===== src/rtl/dsv_pkg.sv =====
// ----------------------------------------------------------------------------
// dsv_pkg
// Shared types and constants for the date string validator.
// ----------------------------------------------------------------------------
package dsv_pkg;

    // Character codes
    localparam logic [7:0] CH_TERM  = 8'h00;
    localparam logic [7:0] CH_SLASH = 8'h2F;
    localparam logic [7:0] CH_ZERO  = 8'h30;
    localparam logic [7:0] CH_NINE  = 8'h39;

    // Field limits
    localparam logic [2:0] DM_DIGITS_MAX   = 3'd2;
    localparam logic [2:0] YEAR_DIGITS_MAX = 3'd4;
    localparam logic [2:0] YEAR_DIGITS_SHORT = 3'd2;
    localparam logic [13:0] YEAR_SHORT_MAX = 14'd99;
    localparam logic [13:0] YEAR_BASE      = 14'd2000;
    localparam logic [6:0]  MONTH_MAX      = 7'd12;

    typedef enum logic [1:0] {
        PH_DAY   = 2'd0,
        PH_MONTH = 2'd1,
        PH_YEAR  = 2'd2
    } dsv_phase_t;

    // Request payload: one byte of the string
    typedef struct packed {
        logic [7:0] char_code;
    } dsv_char_t;

    // Request payload: one checked date
    typedef struct packed {
        logic        date_valid;
        logic [6:0]  day_value;
        logic [6:0]  month_value;
        logic [13:0] year_value;
    } dsv_date_t;

    // Parser state handed to the checker at the terminator
    typedef struct packed {
        dsv_phase_t  phase;
        logic [2:0]  count;
        logic [6:0]  day;
        logic [6:0]  month;
        logic [13:0] year;
        logic [6:0]  yr_lo;   // year mod 100
        logic [1:0]  yr_hi;   // (year div 100) mod 4
        logic        error;
    } dsv_parse_t;

endpackage


===== src/rtl/dsv_char_if.sv =====
// ----------------------------------------------------------------------------
// dsv_char_if
// Valid/ready channel carrying one string byte per request.
// ----------------------------------------------------------------------------
interface dsv_char_if;
    import dsv_pkg::*;

    logic      valid;
    logic      ready;
    dsv_char_t data;

    modport source (output valid, output data, input ready);
    modport sink   (input valid, input data, output ready);
endinterface


===== src/rtl/dsv_date_if.sv =====
// ----------------------------------------------------------------------------
// dsv_date_if
// Valid/ready channel carrying one checked date per request.
// ----------------------------------------------------------------------------
interface dsv_date_if;
    import dsv_pkg::*;

    logic      valid;
    logic      ready;
    dsv_date_t data;

    modport source (output valid, output data, input ready);
    modport sink   (input valid, input data, output ready);
endinterface


===== src/rtl/dsv_check.sv =====
// ----------------------------------------------------------------------------
// dsv_check
// Final date check: field shape, month range, day against month length.
// ----------------------------------------------------------------------------
module dsv_check
(
    input  dsv_pkg::dsv_parse_t parse,
    output dsv_pkg::dsv_date_t  date
);
    import dsv_pkg::*;

    logic        shape_ok;
    logic        month_ok;
    logic        day_ok;
    logic        leap;
    logic [6:0]  month_len;
    logic [13:0] year_full;
    logic        ok;

    always_comb
    begin
        shape_ok = !parse.error && (parse.phase == PH_YEAR) &&
                   ((parse.count == YEAR_DIGITS_SHORT) || (parse.count == YEAR_DIGITS_MAX));

        // A short year gets the century added; 2000 keeps every residue, so
        // the leap test works on the raw residues.
        year_full = (parse.year <= YEAR_SHORT_MAX) ? (parse.year + YEAR_BASE) : parse.year;

        leap = ((parse.yr_lo[1:0] == 2'd0) && (parse.yr_lo != 7'd0)) ||
               ((parse.yr_lo == 7'd0) && (parse.yr_hi == 2'd0));

        case (parse.month)
            7'd2:                      month_len = leap ? 7'd29 : 7'd28;
            7'd4, 7'd6, 7'd9, 7'd11:   month_len = 7'd30;
            default:                   month_len = 7'd31;
        endcase

        month_ok = (parse.month != 7'd0) && (parse.month <= MONTH_MAX);
        day_ok   = (parse.day != 7'd0) && (parse.day <= month_len);
        ok       = shape_ok && month_ok && day_ok;

        date.date_valid  = ok;
        date.day_value   = ok ? parse.day   : 7'd0;
        date.month_value = ok ? parse.month : 7'd0;
        date.year_value  = ok ? year_full   : 14'd0;
    end

endmodule


===== src/rtl/date_string_validator_core.sv =====
// ----------------------------------------------------------------------------
// date_string_validator_core
// A terminator byte passes through the input register, then the result register.
// Throughput: one byte per cycle; the output register frees while it waits.
// Only a terminator stalls, and only while the previous result is untaken.
// Reset: rst_n clears the parser to the day field, no error, empty buffers.
// ----------------------------------------------------------------------------
module date_string_validator_core
(
    input  logic        clk,
    input  logic        rst_n,
    dsv_char_if.sink    chars,
    dsv_date_if.source  dates
);
    import dsv_pkg::*;

    // Input register: one byte waiting to be parsed
    logic       in_valid_reg;
    logic [7:0] char_reg;

    // Parser state
    dsv_parse_t parse_reg;
    dsv_parse_t parse_next;

    // Result register
    logic       out_valid_reg;
    dsv_date_t  out_data_reg;
    dsv_date_t  check_date;

    logic       is_term;
    logic       out_free;
    logic       advance;

    // Year digit helpers
    logic [3:0] digit;
    logic [9:0] lo_ext;
    logic [3:0] lo_carry;

    assign is_term  = (char_reg == CH_TERM);
    assign out_free = !out_valid_reg || dates.ready;
    // Parse the held byte unless it is a terminator with nowhere to go
    assign advance  = in_valid_reg && (!is_term || out_free);

    assign chars.ready = !in_valid_reg || advance;
    assign dates.valid = out_valid_reg;
    assign dates.data  = out_data_reg;

    assign digit = 4'(char_reg - CH_ZERO);

    // Keep year mod 400 alongside the year as two residues: low two decimal
    // digits, and the hundreds count mod 4. Shifting in a digit carries
    // (lo*10+d) div 100 into the hundreds.
    always_comb
    begin
        lo_ext   = 10'(parse_reg.yr_lo) * 10'd10 + 10'(digit);
        lo_carry = 4'd0;
        for (int k = 1; k <= 9; k++)
        begin
            if (lo_ext >= 10'(k * 100))
                lo_carry = 4'(k);
        end
    end

    always_comb
    begin
        parse_next = parse_reg;
        if (is_term)
        begin
            // Terminator: result goes out, parser starts over
            parse_next = '0;
            parse_next.phase = PH_DAY;
        end
        else if (parse_reg.error)
        begin
            // Drop everything up to the terminator
            parse_next = parse_reg;
        end
        else if (char_reg == CH_SLASH)
        begin
            if ((parse_reg.count == 3'd0) || (parse_reg.phase == PH_YEAR))
                parse_next.error = 1'b1;
            else
            begin
                parse_next.count = 3'd0;
                case (parse_reg.phase)
                    PH_DAY:   parse_next.phase = PH_MONTH;
                    PH_MONTH: parse_next.phase = PH_YEAR;
                    default:  parse_next.error = 1'b1;
                endcase
            end
        end
        else if (char_reg inside {[CH_ZERO:CH_NINE]})
        begin
            case (parse_reg.phase)
                PH_DAY:
                begin
                    if (parse_reg.count < DM_DIGITS_MAX)
                    begin
                        parse_next.day   = 7'(parse_reg.day * 7'd10 + 7'(digit));
                        parse_next.count = parse_reg.count + 3'd1;
                    end
                    else
                        parse_next.error = 1'b1;
                end
                PH_MONTH:
                begin
                    if (parse_reg.count < DM_DIGITS_MAX)
                    begin
                        parse_next.month = 7'(parse_reg.month * 7'd10 + 7'(digit));
                        parse_next.count = parse_reg.count + 3'd1;
                    end
                    else
                        parse_next.error = 1'b1;
                end
                PH_YEAR:
                begin
                    if (parse_reg.count < YEAR_DIGITS_MAX)
                    begin
                        parse_next.year  = 14'(parse_reg.year * 14'd10 + 14'(digit));
                        parse_next.yr_lo = 7'(lo_ext - 10'(lo_carry) * 10'd100);
                        parse_next.yr_hi = 2'({parse_reg.yr_hi[0], 1'b0} + lo_carry[1:0]);
                        parse_next.count = parse_reg.count + 3'd1;
                    end
                    else
                        parse_next.error = 1'b1;
                end
                default:
                    parse_next.error = 1'b1;
            endcase
        end
        else
        begin
            // Anything else is a bad character
            parse_next.error = 1'b1;
        end
    end

    dsv_check u_check
    (
        .parse (parse_reg),
        .date  (check_date)
    );

    // Input register
    always_ff @(posedge clk or negedge rst_n)
    begin
        if (!rst_n)
            in_valid_reg <= 1'b0;
        else if (chars.valid && chars.ready)
            in_valid_reg <= 1'b1;
        else if (advance)
            in_valid_reg <= 1'b0;
    end

    always_ff @(posedge clk)
    begin
        if (chars.valid && chars.ready)
            char_reg <= chars.data.char_code;
    end

    // Parser state
    always_ff @(posedge clk or negedge rst_n)
    begin
        if (!rst_n)
        begin
            parse_reg       <= '0;
            parse_reg.phase <= PH_DAY;
        end
        else if (advance)
            parse_reg <= parse_next;
    end

    // Result register: load on a parsed terminator, clear once taken
    always_ff @(posedge clk or negedge rst_n)
    begin
        if (!rst_n)
            out_valid_reg <= 1'b0;
        else if (advance && is_term)
            out_valid_reg <= 1'b1;
        else if (dates.ready)
            out_valid_reg <= 1'b0;
    end

    always_ff @(posedge clk)
    begin
        if (advance && is_term)
            out_data_reg <= check_date;
    end

`ifndef ASSERT_OFF
    // A parsed terminator always leaves a result waiting
    a_term_loads: assert property (@(posedge clk) disable iff (!rst_n)
        (advance && is_term) |=> out_valid_reg)
        else $error("terminator parsed without a result");

    // A reported valid date has a real month and a nonzero day
    a_valid_range: assert property (@(posedge clk) disable iff (!rst_n)
        (out_valid_reg && out_data_reg.date_valid) |->
        ((out_data_reg.month_value != 7'd0) && (out_data_reg.month_value <= MONTH_MAX) &&
         (out_data_reg.day_value != 7'd0)))
        else $error("valid date out of range");

    // Once in error, non-terminator bytes leave the parser alone
    a_error_holds: assert property (@(posedge clk) disable iff (!rst_n)
        (advance && !is_term && parse_reg.error) |=> $stable(parse_reg))
        else $error("parser changed after an error");

    // The digit counter never passes the longest field
    a_count_bound: assert property (@(posedge clk) disable iff (!rst_n)
        parse_reg.count <= YEAR_DIGITS_MAX)
        else $error("digit count overflow");
`endif

endmodule

===== src/flat_wrapper.sv =====
// flat-port wrapper written by rule: the top's interface ports become plain ports
module date_string_validator_core_flat import dsv_pkg::*;
  (clk, rst_n, chars_valid, chars_data, chars_ready, dates_valid, dates_data, dates_ready);
  dsv_char_if chars_i ();
  dsv_date_if dates_i ();
  input  logic clk;
  input  logic rst_n;
  input wire logic [$bits(chars_i.valid)-1:0] chars_valid;
  input wire logic [$bits(chars_i.data)-1:0] chars_data;
  output wire logic [$bits(chars_i.ready)-1:0] chars_ready;
  output wire logic [$bits(dates_i.valid)-1:0] dates_valid;
  output wire logic [$bits(dates_i.data)-1:0] dates_data;
  input wire logic [$bits(dates_i.ready)-1:0] dates_ready;
  assign chars_i.valid = chars_valid;
  assign chars_i.data = chars_data;
  assign chars_ready = chars_i.ready;
  assign dates_valid = dates_i.valid;
  assign dates_data = dates_i.data;
  assign dates_i.ready = dates_ready;
  date_string_validator_core u_core (.clk(clk), .rst_n(rst_n), .chars(chars_i), .dates(dates_i));
endmodule

===== config.mk =====
export PLATFORM = sky130hd
export DESIGN_NAME = date_string_validator_core_flat
export DESIGN_NICKNAME = d
export VERILOG_FILES = /design/src/rtl/dsv_pkg.sv /design/src/rtl/dsv_char_if.sv /design/src/rtl/dsv_date_if.sv /design/src/rtl/dsv_check.sv /design/src/rtl/date_string_validator_core.sv /design/src/flat_wrapper.sv
export SDC_FILE = /design/constraint.sdc
export NUM_CORES = 1
export LEC_CHECK = 0
export BUFFER_PORTS_ARGS = -buffer_cell sky130_fd_sc_hd__buf_2
export CORE_MARGIN = 4
export CORE_UTILIZATION = 60
export CTS_BUF_LIST = sky130_fd_sc_hd__clkbuf_16
export DETAILED_ROUTE_END_ITERATION = 8
export MAX_ROUTING_LAYER = met4
export PLACE_DENSITY_LB_ADDON = 0.08
export REMOVE_ABC_BUFFERS = 1
export SETUP_SLACK_MARGIN = 0.15
export SLEW_MARGIN = 15
export SYNTH_ARGS = -nofsm -noshare
export SYNTH_HDL_FRONTEND = slang
export SYNTH_SLANG_ARGS = --single-unit

===== constraint.sdc =====
create_clock -name clk -period 7.8 [get_ports clk]
set_clock_uncertainty 0.15 [all_clocks]
set_input_delay 1.56 -clock clk [delete_from_list [all_inputs] [get_ports clk]]
set_output_delay 1.56 -clock clk [all_outputs]
set_load 0.02 [all_outputs]

==> out/summary.txt, run 1 <==
======================================================================================
Worst Path Arrival ......................................................      5.44 ns
Time the worst path needs with I/O delays and setup .....................     5.383 ns
Vias per Instance .......................................................        5.885
Delay of the slowest critical-path stage ................................      0.72 ns
Critical path start-end classification ..................................      reg2reg
Length in cells of the worst reg-to-reg path ............................           19
Number of pins exceeding their max-slew limit in the final report .......            0
Placeable Area ..........................................................     9196 µm²
Largest cells by area after synthesis ................................... edfxtp_1 20%, dfrtp_1 19%, ha_1 13%, xnor2_1 5.3%, nand2_1 4.6%
Full die area ...........................................................    10990 µm²
Worst hold endpoint ..................................................... u_core.parse_reg[37]$_DFFE_PN0P_
Aggregate global routing overflow .......................................            0
Post-synthesis to final-layout area growth ..............................       10.88%
Highest fanout seen on the critical path ................................           11
Number of library cell types mapped by synthesis ........................           59
Startpoint kind of the worst setup timing path ..........................    flip-flop
Hold Worst Slack ........................................................    0.3297 ns
Clock latency at the later pin of the worst-skew pair ...................      0.34 ns
Synth top area share ....................................................       19.75%
TritonCTS clock tree ....................................................        built
Proportion of synthesized flip-flops having asynchronous set or reset ...       53.75%
Max Cap Viol ............................................................            0
Pin slew with the least headroom to its limit ...........................     1.017 ns
Number of CTS-inserted buffers ..........................................            9
Remaining number of nets flagged by the antenna check after routing .....            0
Number of cell rows .....................................................           35
Power density over the cells ............................................ 141.7 nW/µm²
Cell count after synthesis ..............................................          575
Vertical extent of the die ..............................................     104.8 µm
Total routing usage reported by global routing ..........................       21.85%
Per-cell routed wire length .............................................     15.44 µm
Antenna diode instance count ............................................            0
Class of the worst hold path ............................................      reg2reg
Worst setup slack for register-to-register paths ........................      2.42 ns
Library cell with the largest summed area after synthesis ...............     edfxtp_1
Sw Share ................................................................       23.40%
Vias after detailed routing .............................................         4331
Worst Hold Launch ....................................................... u_core.parse_reg[37]$_DFFE_PN0P_
Layout Nets .............................................................          698
Relative slew slack .....................................................       32.22%
Unrepaired setup endpoints after global routing .........................           no
CP Data Required Time ...................................................      7.86 ns
Setup violations, final .................................................            0
Number of post-CTS setup repair buffers .................................            0
#FFs+latches synth ......................................................           80
Pin count of the biggest net entering global routing ....................           44
Instance count along the most critical hold path ........................            2
Combinational Power Share ...............................................         4.0%
Dominant synthesized flop cell ..........................................      dfrtp_1
Post-Syn Area ...........................................................     5625 µm²
Initial core utilization ................................................       61.17%
Series of cell instances along the critical path ........................ ha_1, ha_1, fa_1, nand2_1, nor3_1, nor4b_1, xnor2_1, o21ai_0, a311oi_2, mux2i_1, ha_1, fa_1, inv_1, a21o_1, a21oi_1, xor2_1, xnor2_1, xnor2_1, o21ai_1
Sequential cell area fraction in the yosys report .......................       38.88%
Leakage power ...........................................................     2.779 nW
Hold Fails Final Rpt ....................................................            0
Fin Setup TNS ...........................................................         0 ns
Total net switching power ...............................................     206.9 µW
Hpwl dp .................................................................     8.367 mm
Buffer depth of the longest clock path ..................................            2
Clock slew at the register clock pins of the worst setup and hold paths .      0.06 ns
Cts hold-fix bufs .......................................................            0
R2R Path End ............................................................ u_core.parse_reg[9]$_DFFE_PN0P_
Number of placed I/O pins ...............................................           43
Clk network pwr share ...................................................        44.8%
Starting DRT DRC Count ..................................................          137
Number of synthesized flops with an enable pin ..........................           37
Highest ir drop seen on vdd ............................................. 0.00009527 V
Highest-delay cell along the critical path ..............................         fa_1
Clock Tree Root .........................................................    clkbuf_16
Global-route wire length before repair ..................................     19.30 mm
Routability congestion estimate from global placement ...................       0.8095
Number of global-route vias before repair ...............................         4164
Initial antenna violation count .........................................            0
Total length of routed wires ............................................     11.37 mm
Part of the total power dissipated in sequential elements ...............        51.2%
Internal power ..........................................................     677.1 µW
Width of the die ........................................................     104.8 µm
Fraction of layout instances using a drive strength above 1 .............       11.84%
Status .................................................................. complete, no violations
Fmax ....................................................................    185.8 MHz
Number of design rule violations left after detail routing ..............            0
Mean instance size in the synthesized netlist ...........................    9.783 µm²
Final clock period utilization by the worst path ........................       69.02%
PortBufs ................................................................           42
CTS sink cnt ............................................................           80
Number of flip-flops in the largest register ............................           41
Crit path capture type ..................................................    flip-flop
Warnings from Yosys .....................................................            0
Number of detailed-routing iterations run before antenna repair .........            4
Resized Gates After CTS .................................................            0
Reg2reg start ........................................................... u_core.parse_reg[4]$_DFFE_PN0P_
H-tree depth ............................................................            3
======================================================================================
-- layer usage --
| layer | share of wire [%] | global-route usage [%] | vias up |
|---|---|---|---|
| met1 | 48 | 29.57 | 2063 |
| met4 | 1.6 | 6.842 | 0 |
| li1 | - | - | 2150 |
| met5 | 0 | - | - |
| met2 | 47 | 34.37 | 102 |
| met3 | 4.1 | 3.027 | 16 |
-- worst max-delay path by stage --
stage / to / slack (ns) / startpoint
after floorplan: u_core.parse_reg[9]$_DFFE_PN0P_ / 3.00 / u_core.parse_reg[4]$_DFFE_PN0P_
after global routing: u_core.parse_reg[9]$_DFFE_PN0P_ / 1.94 / u_core.parse_reg[4]$_DFFE_PN0P_
after detailed placement: u_core.parse_reg[9]$_DFFE_PN0P_ / 2.42 / u_core.parse_reg[4]$_DFFE_PN0P_
after global placement: u_core.parse_reg[9]$_DFFE_PN0P_ / 2.66 / u_core.parse_reg[4]$_DFFE_PN0P_
after CTS: u_core.parse_reg[9]$_DFFE_PN0P_ / 2.39 / u_core.parse_reg[4]$_DFFE_PN0P_
final: u_core.parse_reg[9]$_DFFE_PN0P_ / 2.42 / u_core.parse_reg[4]$_DFFE_PN0P_
-- layout by cell type, fill, tap and decap left out, types with 14 or more instances in the layout --
cell	synthesis	routed
xnor2_1	34	34
and2_1	20	20
dfrtp_1	43	43
buf_2	3	42
edfxtp_1	37	37
a21oi_1	25	25
o21ai_0	36	36
o31ai_1	19	19
nand2_1	69	69
inv_1	32	32
ha_1	58	58
a21o_1	15	15
nor2_1	24	23
nor3_1	14	14
-- layout make-up --
type,instances,area (µm²)
Timing Repair Buffer,47,247.7
Clock buffer,9,225.2
Inverter,32,120.1
Clock inverter,7,51.30
Multi-Input combinational cell,450,3267
Tap cell,111,138.9
Sequential cell,80,2187
Fill cell,711,2959
-- power by group through the flow --
stage	registers (mW)	logic, mW	clock network (mW)
2_1_floorplan	0.459	0.0213	0
3_3_place_gp	0.461	0.0343	0
3_5_place_dp	0.461	0.0357	0
4_1_cts	0.453	0.0357	0.402
5_1_grt	0.453	0.0409	0.420
6_report	0.453	0.0351	0.396
-- through the flow --
step	cells	util (%)	power (mW)	setup slack [ns]	instance area [µm²]
2_1_floorplan	562	-	0.4806	2.999	5565
5_1_grt	736	67.82	0.9143	1.937	6237
6_report	736	67.82	0.8840	2.417	6237
4_1_cts	736	67.82	0.8900	2.390	6237
3_5_place_dp	720	64.82	0.4967	2.420	5961
3_3_place_gp	720	64.82	0.4952	2.660	5961
-- critical path, delay by kind of cell, from the launching register on --
family          cells  cell delay, ns
compound gates      5            0.81
mux                 1            0.21
buf+inv             1            0.07
simple gates        3            0.82
xor+xnor            4            0.76
flops               1            0.49
fa+ha+maj           5            1.94
-- synth_stat cells (2+ instances only) --
master and n:
a211oi_1 3, a21boi_0 5, a21o_1 15, a21oi_1 25
a22o_1 4, and2_1 20, and3_1 4, buf_2 3
clkbuf_1 13, dfrtp_1 43, edfxtp_1 37, fa_1 8
ha_1 58, inv_1 32, mux2i_1 4, nand2_1 69
nand2b_1 5, nand3_1 12, nand4_1 4, nor2_1 24
nor2b_1 4, nor3_1 14, nor3b_1 6, nor4_1 9
nor4b_1 2, o211ai_1 2, o21a_1 6, o21ai_0 36
o21ai_1 3, o22ai_1 3, o31ai_1 19, o41ai_1 2
or2_0 2, or2_2 3, or3_1 7, xnor2_1 34
xor2_1 13
-- logic make-up after synthesis --
group / count (synthesis) / share of synthesized area, %
AOI/OAI and AO/OA: 135 / 15.88
xor gates and xnor gates: 49 / 8.163
adders and majority gates: 66 / 15.75
buffers and inverters: 49 / 3.470
DFF: 80 / 38.88
muxes: 4 / 0.7118
other: 1 / 0.06666
and+or+nand+nor: 191 / 17.08
Power figures use the tool's default switching activity.
==> run 2, diff against run 1 <==
--- a/config.mk
+++ b/config.mk
@@ -5,9 +5,10 @@
 export SDC_FILE = /design/constraint.sdc
 export NUM_CORES = 1
 export LEC_CHECK = 0
+export ABC_AREA = 1
 export BUFFER_PORTS_ARGS = -buffer_cell sky130_fd_sc_hd__buf_2
 export CORE_MARGIN = 4
-export CORE_UTILIZATION = 60
+export CORE_UTILIZATION = 55
 export CTS_BUF_LIST = sky130_fd_sc_hd__clkbuf_16
 export DETAILED_ROUTE_END_ITERATION = 8
 export MAX_ROUTING_LAYER = met4
==> constraint.sdc (replaced) <==
create_clock -name clk -period 4.4 [get_ports clk]
set_clock_uncertainty 0.15 [all_clocks]
set_input_delay 0.88 -clock clk [delete_from_list [all_inputs] [get_ports clk]]
set_output_delay 0.88 -clock clk [all_outputs]
set_load 0.02 [all_outputs]
==> run 2 against run 1 <==
Compared with the run above:
- setup slack lost 2.3 ns
- critical endpoint unchanged
- final cell count grew 25%
- wire length grew 17%
- sequential power grew 87%
- largest power group is now combinational cells
==> out/summary.txt, run 2 <==
======================================================================================
Aggregate global routing overflow .......................................            0
Cell repeated most along the worst path .................................        buf_4
Vias per Instance .......................................................        5.302
Clock Tree Root .........................................................    clkbuf_16
Worst Path Arrival ......................................................      4.40 ns
Number of detailed-routing iterations run before antenna repair .........            5
Setup slack after layout ................................................    0.1243 ns
Cell count after synthesis ..............................................          688
Pin slew with the least headroom to its limit ...........................    0.8334 ns
Placement-stage worst setup slack .......................................   -0.1610 ns
Most frequent cells in the layout ....................................... 130 x nand2_1, 102 x inv_1, 58 x nor2_1
Number of synthesized flops with an enable pin ..........................           37
Number of pins exceeding their max-slew limit in the final report .......            0
Cts hold-fix bufs .......................................................            0
Per-cell routed wire length .............................................     14.53 µm
Placeable Area ..........................................................     9955 µm²
Number of design rule violations left after detail routing ..............            0
Hold Worst Slack ........................................................    0.3298 ns
Fin Setup TNS ...........................................................         0 ns
PortBufs ................................................................           42
Post-Syn Area ...........................................................     5713 µm²
Layout Nets .............................................................          858
Mean instance size in the synthesized netlist ...........................    8.304 µm²
Hpwl dp .................................................................     9.870 mm
Setup violations, final .................................................            0
Time the worst path needs with I/O delays and setup .....................     4.276 ns
Number of global-route vias before repair ...............................         4873
Critical path start-end classification ..................................      reg2reg
Initial core utilization ................................................       57.39%
Dominant synthesized flop cell ..........................................      dfrtp_1
Largest cells by area after synthesis ................................... edfxtp_1 19%, dfrtp_1 19%, ha_1 13%, nand2_1 10%, inv_1 6.9%
Final clock period utilization by the worst path ........................       97.17%
Power density over the cells ............................................ 367.3 nW/µm²
Vias after detailed routing .............................................         4867
Leakage power ...........................................................     3.508 nW
Fmax ....................................................................    233.9 MHz
Post-synthesis to final-layout area growth ..............................       22.32%
#FFs+latches synth ......................................................           80
Number of flip-flops in the largest register ............................           41
Non-filler instance count after layout ..................................          918
Number of placed I/O pins ...............................................           43
H-tree depth ............................................................            3
Relative slew slack .....................................................       43.93%
Count leader, synth .....................................................      nand2_1
Unrepaired setup endpoints after global routing .........................          yes
Startpoint kind of the worst setup timing path ..........................    flip-flop
Fraction of layout instances using a drive strength above 1 .............       22.93%
Remaining number of nets flagged by the antenna check after routing .....            0
Number of cell rows .....................................................           36
Clock slew at the register clock pins of the worst setup and hold paths .      0.06 ns
Initial antenna violation count .........................................            0
Full die area ...........................................................    12080 µm²
Synth top area share ....................................................       19.45%
Commonest non-fill, non-tap cell in the layout ..........................      nand2_1
Pin count of the biggest net entering global routing ....................           32
Highest ir drop seen on vdd .............................................  0.0002293 V
Starting DRT DRC Count ..................................................          228
Number of placed instances, taps included ...............................          874
Total length of routed wires ............................................     13.34 mm
Antenna diode instance count ............................................            0
Number of library cell types mapped by synthesis ........................           48
Commonest cells in the netlist .......................................... 154 x nand2_1, 105 x inv_1, 61 x nor2_1
Width of the die ........................................................     109.9 µm
Total routing usage reported by global routing ..........................       24.87%
CP Data Required Time ...................................................      4.53 ns
Sequential cell area fraction in the yosys report .......................       38.28%
Delay of the slowest critical-path stage ................................      0.56 ns
Highest-delay cell along the critical path ..............................         fa_2
Vertical extent of the die ..............................................     109.9 µm
Crit path capture type ..................................................    flip-flop
Warnings from Yosys .....................................................            0
Clock latency at the later pin of the worst-skew pair ...................      0.34 ns
Number of CTS-inserted buffers ..........................................            9
Reg2reg start ........................................................... u_core.parse_reg[4]$_DFFE_PN0P_
Routability congestion estimate from global placement ...................       0.8657
Hold Fails Final Rpt ....................................................            0
Global-route wire length before repair ..................................     22.83 mm
Highest fanout seen on the critical path ................................            3
CTS sink cnt ............................................................           80
Launching element of the worst setup path ............................... u_core.parse_reg[4]$_DFFE_PN0P_
TritonCTS clock tree ....................................................        built
Status .................................................................. complete, no violations
Buffer depth of the longest clock path ..................................            2
Proportion of synthesized flip-flops having asynchronous set or reset ...       53.75%
Max Cap Viol ............................................................            0
Library cell with the largest summed area after synthesis ...............     edfxtp_1
Class of the worst hold path ............................................     in2async
======================================================================================
==> run 2: cell types whose count changed after synthesis, sizes merged, moves of 20 or more <==
cell | before | now
inv | 32 | 110
nand2 | 69 | 157
xnor2 | 34 | 12
nand3 | 12 | 47
and2 | 20 | 0
nor2 | 25 | 63
==> run 2: timing repair <==
item / in CTS / in global routing
pin swaps: 27 / 19
buffers inserted: 25 / 3
gates resized for setup: 40 / 32
endpoints found under the setup margin: 1 / 2
==> run 2: path summary, 6_finish.rpt <==
path | to | slack (ns) | depth (start not counted)
setup reg to reg | u_core.parse_reg[9]$_DFFE_PN0P_ | 0.12 | 31
max in group asynchronous | u_core.parse_reg[30]$_DFFE_PN0P_ | 3.04 | 2
hold reg to reg | u_core.parse_reg[37]$_DFFE_PN0P_ | 0.35 | 2
hold / removal | u_core.parse_reg[40]$_DFFE_PN0P_ | 0.33 | 1
min in group clk | u_core.parse_reg[37]$_DFFE_PN0P_ | 0.35 | 2
setup / recovery | u_core.parse_reg[9]$_DFFE_PN0P_ | 0.12 | 31
==> run 2: report_power, final <==
group / internal (mW) / switching, mW
Combinational: 0.418 / 0.489
Clock: 0.504 / 0.310
Sequential: 0.810 / 0.0371
==> run 2: kinds of logic (layout without fill, tap and decap cells) <==
family	after synthesis	in the layout	synth area share [%]
and+or+nand+nor	295	295	22.58
buffers and inverters	115	208	7.884
AOI/OAI and AO/OA	104	104	11.54
DFF	80	80	38.28
adders and majority gates	66	66	15.51
xor gates and xnor gates	27	27	4.139
other	1	5	0.06564
==> run 2: metrics by stage <==
| stage | util (%) | instance area (µm²) | power [mW] |
|---|---|---|---|
| 2_1_floorplan | - | 5699 | 1.380 |
| 3_3_place_gp | 61.87 | 6158 | 1.511 |
| 3_5_place_dp | 61.87 | 6158 | 1.530 |
| 4_1_cts | 68.63 | 6832 | 2.524 |
| 5_1_grt | 70.20 | 6988 | 2.723 |
| 6_report | 70.20 | 6988 | 2.567 |
==> run 2: critical path, delay by kind of cell (launching register included) <==
kind | cells | cell delay (ns)
DFF | 1 | 0.42
buffers and inverters | 12 | 1.46
adders and majority gates | 3 | 0.98
and+or+nand+nor | 16 | 1.20
==> run 2: layer usage <==
metal  GRT usage, %  vias to the layer above  share of wire, %
li1               -                     2484                 -
met1          31.56                     2242                46
met2          40.77                      114                48
met3          3.817                       27               4.5
met4          8.370                        0               2.2
met5              -                        -                 0
==> run 2: final cells by class <==
cell class | count | area, µm²
multi-input cells | 497 | 3374
fillers | 779 | 2967
flip-flops and latches | 80 | 2187
repair buffers | 81 | 506.7
inverters | 111 | 426.7
clock buffers | 9 | 225.2
well taps | 133 | 166.4
clock inverters | 7 | 101.3
==> run 3, diff against run 2 <==
--- a/config.mk
+++ b/config.mk
@@ -7,7 +7,7 @@
 export LEC_CHECK = 0
 export ABC_AREA = 1
 export BUFFER_PORTS_ARGS = -buffer_cell sky130_fd_sc_hd__buf_2
-export CORE_MARGIN = 4
+export CORE_MARGIN = 5
 export CORE_UTILIZATION = 55
 export CTS_BUF_LIST = sky130_fd_sc_hd__clkbuf_16
 export DETAILED_ROUTE_END_ITERATION = 8
==> run 3 against run 2 <==
Compared with the run above:
- critical path type unchanged
- sequential power is essentially flat
- worst hold slack lost 0.050 ns
- flip-flop and latch count unchanged
- global-route usage shrank 2.3 points
- via count up 0.92%
- utilization down 3.8 points
- count of clock-buffer cells in the layout unchanged
- largest cell class unchanged
- wire length fell by 0.38%
- non-clock buffer count decreased by 20
==> out/summary.txt, run 3 (synthesis results as in run 2) <==
======================================================================================
Global routing usage on met3 ............................................       4.348%
Worst Path Arrival ......................................................      4.33 ns
Number of detailed-routing iterations run before antenna repair .........            5
Launching element of the worst setup path ............................... u_core.parse_reg[6]$_DFFE_PN0P_
Number of global-route vias before repair ...............................         4813
Hold Fails Final Rpt ....................................................            0
Clk network pwr share ...................................................        32.7%
Post-synthesis to final-layout area growth ..............................       18.92%
Vertical extent of the die ..............................................     111.9 µm
CP Data Required Time ...................................................      4.48 ns
Highest ir drop seen on vdd .............................................  0.0001864 V
Reg2reg start ........................................................... u_core.parse_reg[6]$_DFFE_PN0P_
Global-route wire length before repair ..................................     22.33 mm
Placement-stage worst setup slack .......................................  -0.06443 ns
Clock slew at the register clock pins of the worst setup and hold paths .      0.06 ns
Number of placed I/O pins ...............................................           43
Relative slew slack .....................................................       43.13%
Pin slew with the least headroom to its limit ...........................    0.8452 ns
Routability congestion estimate from global placement ...................       0.9270
Highest-delay cell along the critical path ..............................         fa_2
Max Cap Viol ............................................................            0
Clock Tree Root .........................................................    clkbuf_16
Crit path capture type ..................................................    flip-flop
Delay of the slowest critical-path stage ................................      0.57 ns
Commonest non-fill, non-tap cell in the layout ..........................      nand2_1
Leakage power ...........................................................     3.402 nW
Fraction of layout instances using a drive strength above 1 .............       19.48%
Time the worst path needs with I/O delays and setup .....................     4.246 ns
Width of the die ........................................................     111.9 µm
Clock latency at the later pin of the worst-skew pair ...................      0.34 ns
GR Layer Usage met1 .....................................................       28.65%
Combinational Power Share ...............................................        32.4%
Crit path max-delay family ..............................................  adder cells
Status .................................................................. complete, no violations
Number of design rule violations left after detail routing ..............            0
Initial core utilization ................................................       55.84%
Setup slack after layout ................................................    0.1537 ns
Layout Nets .............................................................          838
Critical path start-end classification ..................................      reg2reg
Remaining number of nets flagged by the antenna check after routing .....            0
Global-route met2 utilization ...........................................       37.09%
Per-cell routed wire length .............................................     14.75 µm
Internal power ..........................................................     1.635 mW
Total length of routed wires ............................................     13.29 mm
Buf+Inv Stages, Crit Path ...............................................            5
Vias after detailed routing .............................................         4912
Pin count of the biggest net entering global routing ....................           44
Total net switching power ...............................................     790.8 µW
Cell repeated most along the worst path .................................      nand2_1
Hpwl dp .................................................................     9.962 mm
Number of CTS-inserted buffers ..........................................            9
Buffer depth of the longest clock path ..................................            2
Highest fanout seen on the critical path ................................            3
Class of the worst hold path ............................................     in2async
Global routing's busiest layer ..........................................         met2
Cts hold-fix bufs .......................................................            0
Aggregate global routing overflow .......................................            0
CTS sink cnt ............................................................           80
Setup violations, final .................................................            0
Number of pins exceeding their max-slew limit in the final report .......            0
Fin Setup TNS ...........................................................         0 ns
Total routing usage reported by global routing ..........................       22.53%
PortBufs ................................................................           42
Number of flip-flops in the largest register ............................           41
Most frequent cells in the layout ....................................... 136 x nand2_1, 103 x inv_1, 59 x nor2_1
Part of the total power dissipated in sequential elements ...............        34.9%
Full die area ...........................................................    12530 µm²
Sw Share ................................................................       32.60%
Hold Worst Slack ........................................................    0.2793 ns
Initial antenna violation count .........................................            0
H-tree depth ............................................................            3
Power density over the cells ............................................ 357.0 nW/µm²
Unrepaired setup endpoints after global routing .........................          yes
Final clock period utilization by the worst path ........................       96.51%
Fmax ....................................................................    235.5 MHz
Number of cell rows .....................................................           37
Startpoint kind of the worst setup timing path ..........................    flip-flop
Antenna diode instance count ............................................            0
Vias per Instance .......................................................        5.452
Starting DRT DRC Count ..................................................          260
Final Power .............................................................     2.426 mW
TritonCTS clock tree ....................................................        built
Placeable Area ..........................................................    10230 µm²
======================================================================================
[run 3: cell count changes in the layout (fill, tap and decap cells not counted), moves of 2 or more]
cell,delta
buf_4,-21
nand2_1,+6
nand2_2,-5
nand3_1,+3
nand3_2,-3
a21oi_2,+2
clkinv_2,+2
clkinvlp_4,+2
inv_2,+2
inv_4,-2
inv_6,-2
[run 3: layer usage]
metal / vias up / part of all wire [%] / routed length, µm
met2: 125 / 47 / 6272
li1: 2436 / - / -
met1: 2333 / 46 / 6137
met5: - / 0 / 0
met4: 0 / 1.5 / 199
met3: 18 / 5.1 / 676
[run 3: path summary, 6_finish.rpt]
| path | end | slack, ns | depth (start not counted) |
|---|---|---|---|
| max | u_core.parse_reg[9]$_DFFE_PN0P_ | 0.15 | 31 |
| min reg2reg | u_core.parse_reg[30]$_DFFE_PN0P_ | 0.34 | 2 |
| max in group asynchronous | u_core.parse_reg[4]$_DFFE_PN0P_ | 3.33 | 2 |
| max reg2reg | u_core.parse_reg[9]$_DFFE_PN0P_ | 0.15 | 31 |
| min | u_core.parse_reg[34]$_DFFE_PN0P_ | 0.28 | 1 |
| min in group clk | u_core.parse_reg[30]$_DFFE_PN0P_ | 0.34 | 2 |
[run 3: cell type report]
| type | count | area, µm² |
|---|---|---|
| inverter | 111 | 421.7 |
| tap | 136 | 170.2 |
| sequential | 80 | 2187 |
| fill | 859 | 3437 |
| timing repair buffer | 61 | 369.1 |
| clock buffer | 9 | 225.2 |
| multi-input combinational | 497 | 3332 |
| clock inverter | 7 | 88.84 |
[run 3: repair_timing]
action / in CTS / in global routing
pin swaps: 20 / 12
setup buffers: 6 / 2
gates resized for setup: 37 / 20
setup endpoints to repair: 1 / 1
[run 3: stage by stage]
stage | util, % | instance area (µm²) | cells
floorplan | - | 5699 | 688
global placement | 60.16 | 6155 | 876
detailed placement | 60.16 | 6155 | 876
CTS | 65.28 | 6679 | 898
global route | 66.41 | 6794 | 901
finish | 66.41 | 6794 | 901
[run 3: power groups by stage]
stage	Sequential, mW	Combinational [mW]	Clock (mW)
detailed placement	0.859	0.677	0
global placement	0.859	0.656	0
finish	0.846	0.787	0.793
floorplan	0.851	0.529	0
global route	0.849	0.887	0.837
CTS	0.845	0.743	0.802
